**src/design/conv3x3_nibble_pixels_assert.svh**
```systemverilog
`ifndef CONV3X3_NIBBLE_PIXELS_ASSERT_SVH
`define CONV3X3_NIBBLE_PIXELS_ASSERT_SVH

// Same-cycle implication, sampled on clk, off while arst_n is low.
`define CNP_ASSERT_NOW(label, ante, cons, msg) \
	label: assert property (@(posedge clk) disable iff (!arst_n) (ante) |-> (cons)) \
		else $error(msg);

// Next-cycle implication.
`define CNP_ASSERT_NEXT(label, ante, cons, msg) \
	label: assert property (@(posedge clk) disable iff (!arst_n) (ante) |=> (cons)) \
		else $error(msg);

`endif

```
**src/design/cnp_pkg.sv**
```systemverilog
package cnp_pkg;

	localparam int PIX_W          = 4;
	localparam int PIX_MAX        = 15;
	localparam int DIM_W          = 10;
	localparam int COEF_W         = 10;
	localparam int KROW_W         = 3 * COEF_W;
	localparam int POS_W          = 9;
	localparam int COEF_FRAC_BITS = 6;
	localparam int ROWSUM_W       = COEF_W + PIX_W + 2;
	localparam int TOTAL_W        = ROWSUM_W + 2;

	typedef enum logic {
		CMD_PUSH  = 1'b0,
		CMD_FLUSH = 1'b1
	} cmd_t;

	// configuration register indexes
	typedef enum logic [2:0] {
		REG_FRAME_WIDTH   = 3'd0,
		REG_FRAME_HEIGHT  = 3'd1,
		REG_KERNEL_TOP    = 3'd2,
		REG_KERNEL_MIDDLE = 3'd3,
		REG_KERNEL_BOTTOM = 3'd4
	} cfg_reg_t;

	typedef logic [2:0][2:0][PIX_W-1:0] grid_t;   // [row][col], row 0 on top, col 0 left

	typedef struct packed {
		logic top;
		logic bottom;
		logic left;
		logic right;
	} pad_t;

	// one item leaving the counter stage
	typedef struct packed {
		logic [PIX_W-1:0] pix;
		logic             emit;
		logic             last;
		pad_t             pad;
		logic [POS_W-1:0] row;
		logic [POS_W-1:0] col;
	} pos_item_t;

	// padded neighborhood of one output pixel
	typedef struct packed {
		grid_t            grid;
		logic [POS_W-1:0] row;
		logic [POS_W-1:0] col;
		logic             last;
	} win_item_t;

	typedef struct packed {
		logic [KROW_W-1:0] bot;
		logic [KROW_W-1:0] mid;
		logic [KROW_W-1:0] top;
	} kernel_t;

	typedef struct packed {
		logic             last;
		logic [POS_W-1:0] col;
		logic [POS_W-1:0] row;
		logic [PIX_W-1:0] pixel;
	} result_t;

endpackage

```
**src/design/cnp_ctrl.sv**
```systemverilog
`include "conv3x3_nibble_pixels_assert.svh"

module cnp_ctrl import cnp_pkg::*; #(
	parameter int MAX_WIDTH  = 512,
	parameter int MAX_HEIGHT = 512,
	localparam int AW = $clog2(MAX_WIDTH)
) (
	input  logic             clk,
	input  logic             arst_n,
	input  logic [DIM_W-1:0] cfg_width,
	input  logic [DIM_W-1:0] cfg_height,
	input  logic             take,
	input  logic             cmd,
	input  logic [PIX_W-1:0] in_pixel,
	output logic             push,
	output logic [AW-1:0]    addr,
	output pos_item_t        item
);

	localparam int CW = $clog2(MAX_WIDTH + 1);
	localparam int RW = $clog2(MAX_HEIGHT + 2);

	logic [CW-1:0] ic_q, w_eff, ic0, ic_nxt, ocol;
	logic [RW-1:0] ir_q, h_eff, h_plus1, ir0, ir_nxt, orow;
	logic          restart, in_frame, drop, emit_edge, emit_main, emit, last;

	always_comb begin
		if (cfg_width == '0) begin
			w_eff = CW'(1);
		end else if (32'(cfg_width) > 32'(MAX_WIDTH)) begin
			w_eff = CW'(MAX_WIDTH);
		end else begin
			w_eff = CW'(cfg_width);
		end
		if (cfg_height == '0) begin
			h_eff = RW'(1);
		end else if (32'(cfg_height) > 32'(MAX_HEIGHT)) begin
			h_eff = RW'(MAX_HEIGHT);
		end else begin
			h_eff = RW'(cfg_height);
		end
		h_plus1 = h_eff + RW'(1);

		// position left over from a different frame size: start over
		restart = (ic_q >= w_eff) || (ir_q > h_plus1) || ((ir_q == h_plus1) && (ic_q != '0));
		ic0 = restart ? '0 : ic_q;
		ir0 = restart ? '0 : ir_q;

		in_frame = ir0 < h_eff;
		drop     = in_frame && (cmd == CMD_FLUSH);

		// column 0 closes the right edge of the row two above
		emit_edge = (ic0 == '0) && (ir0 >= RW'(2));
		emit_main = (ic0 != '0) && (ir0 != '0);
		emit      = emit_edge || emit_main;
		if (emit_edge) begin
			orow = ir0 - RW'(2);
			ocol = w_eff - CW'(1);
		end else begin
			orow = ir0 - RW'(1);
			ocol = ic0 - CW'(1);
		end
		last = emit && (orow == h_eff - RW'(1)) && (ocol == w_eff - CW'(1));

		ic_nxt = ic0 + CW'(1);
		ir_nxt = ir0;
		if (ic_nxt >= w_eff) begin
			ic_nxt = '0;
			ir_nxt = ir0 + RW'(1);
		end
		if (last) begin
			ic_nxt = '0;
			ir_nxt = '0;
		end

		item.pix        = in_frame ? in_pixel : '0;
		item.emit       = emit;
		item.last       = last;
		item.pad.top    = orow == '0;
		item.pad.bottom = orow >= h_eff - RW'(1);
		item.pad.left   = ocol == '0;
		item.pad.right  = ocol >= w_eff - CW'(1);
		item.row        = POS_W'(orow);
		item.col        = POS_W'(ocol);
	end

	assign push = take && !drop;
	assign addr = ic0[AW-1:0];

	always_ff @(posedge clk or negedge arst_n) begin
		if (!arst_n) begin
			ic_q <= '0;
			ir_q <= '0;
		end else if (take) begin
			if (drop) begin
				ic_q <= ic0;
				ir_q <= ir0;
			end else begin
				ic_q <= ic_nxt;
				ir_q <= ir_nxt;
			end
		end
	end

	`CNP_ASSERT_NEXT(a_last_rewinds, push && item.last, (ic_q == '0) && (ir_q == '0), "frame end did not rewind counters")

endmodule

```
**config.mk**
```make
export PLATFORM = sky130hd
export DESIGN_NAME = cnp_ctrl
export DESIGN_NICKNAME = d
export VERILOG_FILES = /design/src/design/cnp_pkg.sv /design/src/design/cnp_ctrl.sv
export VERILOG_INCLUDE_DIRS = /design/src /design/src/design
export SDC_FILE = /design/constraint.sdc
export NUM_CORES = 1
export LEC_CHECK = 0
export BUFFER_PORTS_ARGS = -buffer_cell sky130_fd_sc_hd__buf_2
export CAP_MARGIN = 20
export CORE_MARGIN = 2
export CORE_UTILIZATION = 64
export DETAILED_ROUTE_END_ITERATION = 12
export HOLD_SLACK_MARGIN = 0.06
export PLACE_DENSITY = 0.88
export SLEW_MARGIN = 20
export SYNTH_ARGS = -nofsm -noshare
export SYNTH_HDL_FRONTEND = slang
export SYNTH_SLANG_ARGS = --single-unit
```
**constraint.sdc**
```tcl
create_clock -name clk -period 13.9 [get_ports clk]
set_input_delay 0 -clock clk [delete_from_list [all_inputs] [get_ports clk]]
set_output_delay 0 -clock clk [all_outputs]
set_load 0.1 [all_outputs]
```
==> impl_metrics.env <==
export IMPL_timing_fmax_mhz=133
export IMPL_globalRouteTotalUtil_pct=35.2
export IMPL_coreArea_um2=6460
export IMPL_dp_final_hpwl_mm=10.7
export IMPL_die_x_um=86.2
export IMPL_drv_cap=0
export IMPL_ys_flop_type="dfrtp_1"
export IMPL_grt_max_degree=41
export IMPL_hold_viol=0
export IMPL_cts_sinks=20
export IMPL_antenna_cells=0
export IMPL_arrival_ps=7530
export IMPL_ios=66
export IMPL_viasPerCell=6.79
export IMPL_finalSetupViolations=0
export IMPL_synthArstFlopShare_pct=100
export IMPL_outcome="completed"
export IMPL_grt_pass1_wl_mm=21.4
export IMPL_min_path_type="in -> reg"
export IMPL_avgSynthCellArea_um2=7.29
export IMPL_path_max_fanout=40
export IMPL_yosys_area_top_type="ha_1"
export IMPL_die_h_um=86.2
export IMPL_ys_warn_count=0
export IMPL_max_stage_delay_ps=770
export IMPL_drt_pass1_iterations=6
export IMPL_cts_buffers=3
export IMPL_grt_ovfl_total=0
export IMPL_synth_cells=594
export IMPL_path_common_cell="ha_1"
export IMPL_crit_required_ps=13900
export IMPL_drive_gt1_share_pct=14.3
export IMPL_ant_nets=0
export IMPL_routedWlPerCell_um=18.8
export IMPL_nets=738
export IMPL_io_buffers=65
export IMPL_vias=4846
export IMPL_slew_headroom_pct=38.8
export IMPL_worstMarginPinSlew_ps=910
export IMPL_yosys_top_cells_area="ha_1 (21%), dfrtp_1 (12%), nand2_1 (5.9%), nor2_1 (4.6%), a21oi_1 (4.3%)"
export IMPL_place_congestion=0.958
export IMPL_root_buffer="clkbuf_8"
export IMPL_initial_core_util_pct=67.0
export IMPL_tritoncts="done"
export IMPL_wirelength_mm=13.4
export IMPL_ys_types=69
export IMPL_finalCriticalPeriod_ps=7530
export IMPL_crit_buf_inv=5
export IMPL_clk_path_buf_depth=2
export IMPL_dr_first_iter_drc_count=535
export IMPL_ys_seq_area_share_pct=11.6
export IMPL_syn_area_um2=4330
export IMPL_synth_edff_count=0
export IMPL_htreeDepth=1
export IMPL_slew_violations=0
export IMPL_setup_tns_final_ps=0
export IMPL_synth_top_area_share_pct=20.8
export IMPL_grt_pass1_vias=4630
export IMPL_critPathKind="in -> out"
export IMPL_antenna_found_initial=0
export IMPL_min_period_over_period_pct=54.2
export IMPL_endpoint_kind="primary output"
export IMPL_critPathSlowestCell="o311ai_0"
export IMPL_yosysMostFrequentCell="ha_1"
export IMPL_die_area_um2=7440
export IMPL_drc=0
export IMPL_clk_pin_slew_ps=80
export IMPL_synth_top_cells_by_count="ha_1 (72), nand2_1 (68), nor2_1 (53)"
export IMPL_synth_seq_cells=20
export IMPL_core_rowCount=29
export IMPL_clk_latency_ps=270
export IMPL_post_cts_setup_buffers=0
export IMPL_cp_start_kind="input pin"
export IMPL_area_growth_pct=7.66
export IMPL_finalClockSkew_ps=11.8
export IMPL_rsz0062_at_grt="no"
export IMPL_crit_family="simple AND/OR/NAND/NOR gates"
-- per-layer routing --
layer,part of all wire (%),GRT usage (%)
met1,38,41.6
met2,49,63.5
met3,8.2,4.86
met4,4.5,15.3
met5,0,0
-- area by class of cell --
type	count	area (um^2)
fill	537	1800
multi-input combinational	510	3510
sequential	20	500
inverter	35	131
timing repair buffer	68	350
clock buffer	3	41.3
clock inverter	1	30.0
tap	77	96.3
-- per-stage QoR --
stage | worst slack, ps | hold slack, ps | instances | utilization (%) | cell area (um^2)
finish | 6370 | 76.5 | 714 | 72.1 | 4660
global route | 5810 | 88.3 | 714 | 72.1 | 4660
CTS | 6490 | 64.4 | 714 | 72.1 | 4660
detailed placement | 6320 | -15.4 | 709 | 70.9 | 4580
global placement | 6510 | -31.4 | 709 | 70.9 | 4580
floorplan | 2890 | -296 | 595 | - | 4330
-- cell families after synthesis --
group                      synth area share, %
AOI/OAI and AO/OA                         23.6
adders and majority gates                 20.8
and+or+nand+nor                           29.6
muxes                                     1.19
xor gates and xnor gates                  5.67
DFF                                       11.6
buffers and inverters                     7.52
other                                   0.0866
-- timing repair --
item / 4_1_cts / 5_1_grt
hold endpoints to repair: 20 / 0
hold buffers: 1 / 0
resized for setup: 0 / 0
-- registers in the layout (all words and copies together) (netlist names) --
register	cells
ir_q	10
ic_q	10
-- path summary, 6_finish.rpt --
check                              start  cells after the start  slack [ps]       end
setup / recovery           cfg_height[3]                     28        6370  item[22]
max in group asynchronous         arst_n                      2       13360   ir_q[8]
min in group asynchronous         arst_n                      2         210   ic_q[9]
hold / removal                      take                      2          80   ir_q[0]
setup reg to reg                 ic_q[7]                     22        7460   ic_q[9]
hold reg to reg                  ic_q[8]                      2         660   ic_q[8]
-- layout by cell type, fill, tap and decap left out, types with 3 or more instances in the layout --
cell / instances
a31oi_1: 8
nand2_1: 68
nor3_1: 16
nand3_1: 25
o21a_1: 5
xor2_1: 12
o21ai_0: 32
o31ai_1: 7
or4_1: 3
nor4_1: 11
ha_1: 72
dfrtp_1: 20
a21oi_1: 36
a22o_1: 5
and2_1: 10
nor2_1: 53
nand2b_1: 8
o21ai_2: 3
and3_1: 6
a211oi_1: 10
o311ai_0: 3
o211ai_1: 4
nand4_1: 19
buf_2: 65
mux2i_1: 4
o2111ai_1: 3
a21o_1: 13
nor2b_1: 4
xnor2_1: 16
or3_1: 6
inv_1: 34
o2bb2ai_1: 3
clkbuf_8: 3
Power is not shown: default switching activity piles up to over one toggle a cycle in this logic, so the estimate is an artifact.
