[config.mk]
export PLATFORM = sky130hd
export DESIGN_NAME = cnp_mac
export DESIGN_NICKNAME = d
export VERILOG_FILES = /design/src/design/cnp_pkg.sv /design/src/design/cnp_mac.sv
export VERILOG_INCLUDE_DIRS = /design/src /design/src/design
export SDC_FILE = /design/constraint.sdc
export NUM_CORES = 1
export LEC_CHECK = 0
export BUFFER_PORTS_ARGS = -buffer_cell sky130_fd_sc_hd__buf_2
export CAP_MARGIN = 10
export CELL_PAD_IN_SITES_DETAIL_PLACEMENT = 1
export CELL_PAD_IN_SITES_GLOBAL_PLACEMENT = 1
export CORE_MARGIN = 3
export CORE_UTILIZATION = 54
export CTS_BUF_LIST = sky130_fd_sc_hd__clkbuf_8
export DETAILED_ROUTE_END_ITERATION = 12
export GPL_TIMING_DRIVEN = 0
export PLACE_DENSITY_LB_ADDON = 0.08
export REMOVE_ABC_BUFFERS = 1
export SYNTH_ARGS = -nofsm -noshare
export SYNTH_HDL_FRONTEND = slang
export SYNTH_SLANG_ARGS = --single-unit
[constraint.sdc]
create_clock -name clk -period 5.7 [get_ports clk]
set_input_delay 0 -clock clk [delete_from_list [all_inputs] [get_ports clk]]
set_output_delay 0 -clock clk [all_outputs]
set_load 0.05 [all_outputs]
[src/design/conv3x3_nibble_pixels_assert.svh]
`ifndef CONV3X3_NIBBLE_PIXELS_ASSERT_SVH
`define CONV3X3_NIBBLE_PIXELS_ASSERT_SVH

// Same-cycle implication, sampled on clk, off while arst_n is low.
`define CNP_ASSERT_NOW(label, ante, cons, msg) \
	label: assert property (@(posedge clk) disable iff (!arst_n) (ante) |-> (cons)) \
		else $error(msg);

// Next-cycle implication.
`define CNP_ASSERT_NEXT(label, ante, cons, msg) \
	label: assert property (@(posedge clk) disable iff (!arst_n) (ante) |=> (cons)) \
		else $error(msg);

`endif

[src/design/cnp_pkg.sv]
package cnp_pkg;

	localparam int PIX_W          = 4;
	localparam int PIX_MAX        = 15;
	localparam int DIM_W          = 10;
	localparam int COEF_W         = 10;
	localparam int KROW_W         = 3 * COEF_W;
	localparam int POS_W          = 9;
	localparam int COEF_FRAC_BITS = 6;
	localparam int ROWSUM_W       = COEF_W + PIX_W + 2;
	localparam int TOTAL_W        = ROWSUM_W + 2;

	typedef enum logic {
		CMD_PUSH  = 1'b0,
		CMD_FLUSH = 1'b1
	} cmd_t;

	// configuration register indexes
	typedef enum logic [2:0] {
		REG_FRAME_WIDTH   = 3'd0,
		REG_FRAME_HEIGHT  = 3'd1,
		REG_KERNEL_TOP    = 3'd2,
		REG_KERNEL_MIDDLE = 3'd3,
		REG_KERNEL_BOTTOM = 3'd4
	} cfg_reg_t;

	typedef logic [2:0][2:0][PIX_W-1:0] grid_t;   // [row][col], row 0 on top, col 0 left

	typedef struct packed {
		logic top;
		logic bottom;
		logic left;
		logic right;
	} pad_t;

	// one item leaving the counter stage
	typedef struct packed {
		logic [PIX_W-1:0] pix;
		logic             emit;
		logic             last;
		pad_t             pad;
		logic [POS_W-1:0] row;
		logic [POS_W-1:0] col;
	} pos_item_t;

	// padded neighborhood of one output pixel
	typedef struct packed {
		grid_t            grid;
		logic [POS_W-1:0] row;
		logic [POS_W-1:0] col;
		logic             last;
	} win_item_t;

	typedef struct packed {
		logic [KROW_W-1:0] bot;
		logic [KROW_W-1:0] mid;
		logic [KROW_W-1:0] top;
	} kernel_t;

	typedef struct packed {
		logic             last;
		logic [POS_W-1:0] col;
		logic [POS_W-1:0] row;
		logic [PIX_W-1:0] pixel;
	} result_t;

endpackage

[src/design/cnp_mac.sv]
`include "conv3x3_nibble_pixels_assert.svh"

module cnp_mac import cnp_pkg::*; (
	input  logic      clk,
	input  logic      arst_n,
	input  kernel_t   kernel,
	input  logic      in_valid,
	input  win_item_t in_item,
	output logic      in_ready,
	output logic      out_valid,
	input  logic      out_ready,
	output result_t   result
);

	localparam logic signed [TOTAL_W-1:0] SAT_LEVEL = TOTAL_W'(PIX_MAX);

	logic [2:0][KROW_W-1:0]     krows;
	logic [2:0][ROWSUM_W-1:0]   rowsum_cur, rowsum_s3;
	logic signed [COEF_W-1:0]   coef;
	logic signed [PIX_W:0]      pel;
	logic signed [ROWSUM_W-1:0] acc;
	logic signed [TOTAL_W-1:0]  total, shifted;
	logic [POS_W-1:0]           row_s3, col_s3;
	logic                       last_s3, v3_q, vout_q, ready3, ready_out, adv3;
	logic [PIX_W-1:0]           pix_cur;
	result_t                    result_q;

	assign krows     = {kernel.bot, kernel.mid, kernel.top};
	assign ready_out = !vout_q || out_ready;
	assign ready3    = !v3_q || ready_out;
	assign adv3      = v3_q && ready_out;
	assign in_ready  = ready3;

	// one kernel row per sum: three 10x5 signed products
	always_comb begin
		coef = '0;
		pel  = '0;
		acc  = '0;
		for (int r = 0; r < 3; r++) begin
			acc = '0;
			for (int c = 0; c < 3; c++) begin
				coef = krows[r][c*COEF_W +: COEF_W];
				pel  = $signed({1'b0, in_item.grid[r][c]});
				acc  = acc + ROWSUM_W'(coef) * ROWSUM_W'(pel);
			end
			rowsum_cur[r] = acc;
		end
	end

	always_comb begin
		total = TOTAL_W'($signed(rowsum_s3[0])) + TOTAL_W'($signed(rowsum_s3[1]))
			+ TOTAL_W'($signed(rowsum_s3[2]));
		shifted = total >>> COEF_FRAC_BITS;
		if (total <= 0) begin
			pix_cur = '0;
		end else if (shifted > SAT_LEVEL) begin
			pix_cur = PIX_W'(PIX_MAX);
		end else begin
			pix_cur = shifted[PIX_W-1:0];
		end
	end

	always_ff @(posedge clk) begin
		if (in_valid && ready3) begin
			rowsum_s3 <= rowsum_cur;
			row_s3    <= in_item.row;
			col_s3    <= in_item.col;
			last_s3   <= in_item.last;
		end
		if (adv3) begin
			result_q.pixel <= pix_cur;
			result_q.row   <= row_s3;
			result_q.col   <= col_s3;
			result_q.last  <= last_s3;
		end
	end

	always_ff @(posedge clk or negedge arst_n) begin
		if (!arst_n) begin
			v3_q   <= 1'b0;
			vout_q <= 1'b0;
		end else begin
			if (ready3) begin
				v3_q <= in_valid;
			end
			if (ready_out) begin
				vout_q <= v3_q;
			end
		end
	end

	assign out_valid = vout_q;
	assign result    = result_q;

	`CNP_ASSERT_NEXT(a_sum_stage_holds, v3_q && !ready_out, v3_q && $stable(rowsum_s3), "row sums lost under stall")

endmodule

==> results_dict.tcl <==
set metrics [dict create \
    status "finished, final reports clean" \
    grt_max_degree 38 \
    hpwl_mm 37.05 \
    fmax_mhz 184.7 \
    async_flop_share_pct 2.174 \
    crit_buf_inv 5 \
    root_buffer "clkbuf_8" \
    drv_slew 0 \
    slew_headroom_pct 32.49 \
    final.min_clock_period_ns 5.414 \
    finalWirelength_mm 40.68 \
    synth_area_leader_cell "fa_1" \
    synth_cells 1781 \
    fin_util_pct 60.80 \
    grt_pass1_wl_mm 71.42 \
    tightest_slew_ns 1.013 \
    hold-path-cell-count 3 \
    netlist.area_leader.share_pct 39.40 \
    finClkSkew_ns 0.01454 \
    cts.sink_count 92 \
    synth_cell_type_count 51 \
    drt-initial-drc-count 368 \
    htree_num_levels 3 \
    path_cells "buf_2 > and2_1 > fa_1 > inv_1 > fa_1 > fa_1 > inv_1 > fa_1 > fa_1 > inv_1 > fa_1 > inv_1 > ha_1 > a21o_1 > a21oi_1 > nor2b_1 > o41ai_1 > o211ai_1 > o311ai_1 > xnor2_1" \
    fillers 3758 \
    maxCapViolCount 0 \
    start_util_pct 55.17 \
    num_io_pins 174 \
    path_delay_family "adder cells" \
    rsz0062_at_grt "false" \
    rr_endpoint "result[2]" \
    clkTransAtPathRegs_ns 0.10 \
    fin_nets 2684 \
    io_buffers 173 \
    postCtsSetupBuffers 0 \
    synthMostInstantiatedCell "inv_1" \
    slowest_delay_ns 0.64 \
    timing.final.hold_violations 0 \
    hold_ws_ns 0.1584 \
    antenna_left 0 \
    grt-ovfl-total 0 \
    critical_path_arrival_ns 5.51 \
    worstHoldStart "kernel[40]" \
    critPathMaxFanout 10 \
    viasPerCell 5.012 \
    min_period_over_period_pct 94.98 \
    ys_warn_count 0 \
    rows 66 \
    antenna_found_initial 3 \
    ys.flop_type "edfxtp_1" \
    tritoncts.num_buffers 9 \
    cp-end-kind "register" \
    grt_pass1_vias 14630 \
    synth-edff-count 90 \
    synth_commonest_cells "inv_1 (502), fa_1 (356), and2_1 (263)" \
    synthTopCellsByArea "fa_1 (39%), edfxtp_1 (15%), ha_1 (14%)" \
    crit_path_frequent_cell "fa_1" \
    cts_tree "done" \
    die_w_um 189.0 \
    ys_seq_elements 92 \
    synth_area_um2 18090 \
    core-area_um2 32780 \
    dr.pass1.iters 4 \
    cts.path.max_buffers 2 \
    syn2layout_area_growth_pct 10.21 \
    worstRegToRegCells 10 \
    holdPathEnd "rowsum_s3[16]" \
    place_congestion 0.8333 \
    setup_viol 0 \
    critPathLaunchType "primary input" \
    die_area_um2 35730 \
    drc_errors 0 \
    die_h_um 189.0 \
    required_ns 5.80 \
    route.vias.total 12160 \
    rrSetupSlack_ns 2.25 \
    hp-class "primary input to register" \
    reg2reg_from "rowsum_s3[33]" \
    ys_seq_area_share_pct 15.22 \
    cp_slowest_cell "o41ai_1" \
    worstSetupPathType "primary input to register" \
    track_usage_pct 24.62 \
    layout-drive-gt1-share_pct 10.24 \
    clock_latency_ns 0.38 \
    syn_area_per_cell_um2 10.16 \
    wl_per_cell_um 16.76 \
]
==> layout make-up <==
class | instances | area [um2] | area share (%)
Antenna cell | 3 | 7.507 | 0.03766
Tap cell | 442 | 553.0 | 2.774
Sequential cell | 92 | 2753 | 13.81
Clock buffer | 10 | 137.6 | 0.6904
Clock inverter | 6 | 80.08 | 0.4017
Multi-Input combinational cell | 1174 | 13390 | 67.19
Inverter | 502 | 1884 | 9.453
Timing Repair Buffer | 198 | 1126 | 5.649
==> stage by stage <==
stage                     cell area, um2  TNS [ns]  worst slack (ns)  instances
after floorplan                    18020         0            0.5215       1768
after global placement             19440  -0.02289          -0.01544       2383
after detailed placement           19460   -0.4168           -0.2740       2384
after CTS                          19920         0            0.1026       2424
after global routing               19930         0           0.02119       2426
final                              19930         0            0.2862       2427
==> flip-flops by register name, summed over array words and instances (netlist names) <==
name / count
rowsum_s3: 48
result: 23
col_s3: 9
row_s3: 9
last_s3: 1
out_valid: 1
v3_q: 1
==> cells in the final DEF (no fill, tap or decap), types with 10 or more instances in the layout <==
cell type / instances
dlygate4sd3_1: 24
inv_1: 502
a21oi_1: 29
nand2_1: 115
edfxtp_1: 90
and2_1: 262
fa_1: 356
buf_2: 173
nor2_1: 30
xnor2_1: 51
clkbuf_8: 10
ha_1: 202
xor2_1: 10
nand3_1: 12
==> timing repair <==
item | CTS | global route
hold buffers | 24 | 0
gates resized for setup | 0 | 1
setup endpoints to repair | 0 | 1
hold endpoints to repair | 23 | 0
==> worst reg2reg max path, stage by stage, from the launching register on <==
cell and delay (ns):
edfxtp_1 0.49, fa_1 0.49, ha_1 0.24, fa_1 0.44, a21oi_1 0.18, o2111ai_2 0.23, a31oi_4 0.31, o21ai_1 0.16
xnor2_1 0.16, nor3_2 0.32, a31oi_1 0.16
==> how the worst max path moves through the flow <==
stage	from	endpoint	slack, ns	cells after the start
2_1_floorplan	kernel[4]	rowsum_s3[14]	0.52	19
3_3_place_gp	in_item[19]	rowsum_s3[14]	-0.02	20
3_5_place_dp	in_item[19]	rowsum_s3[14]	-0.27	20
4_1_cts	in_item[19]	rowsum_s3[14]	0.10	20
5_1_grt	in_item[31]	rowsum_s3[30]	0.02	20
6_report	in_item[31]	rowsum_s3[30]	0.29	20
==> cells by family after synthesis <==
group	share of synthesized area (%)
AOI/OAI and AO/OA	4.026
DFF	15.22
xor gates and xnor gates	2.954
muxes	0.06225
and+or+nand+nor	13.58
adders and majority gates	53.38
buffers and inverters	10.78
==> metal layers <==
metal | share of wire [%] | track usage (%)
met1 | 42 | 31.67
met2 | 54 | 46.19
met3 | 3.0 | 2.203
met4 | 1.2 | 3.753
met5 | 0.032 | 0
Power is not shown: default switching activity piles up to over one toggle a cycle in this logic, so the estimate is an artifact.
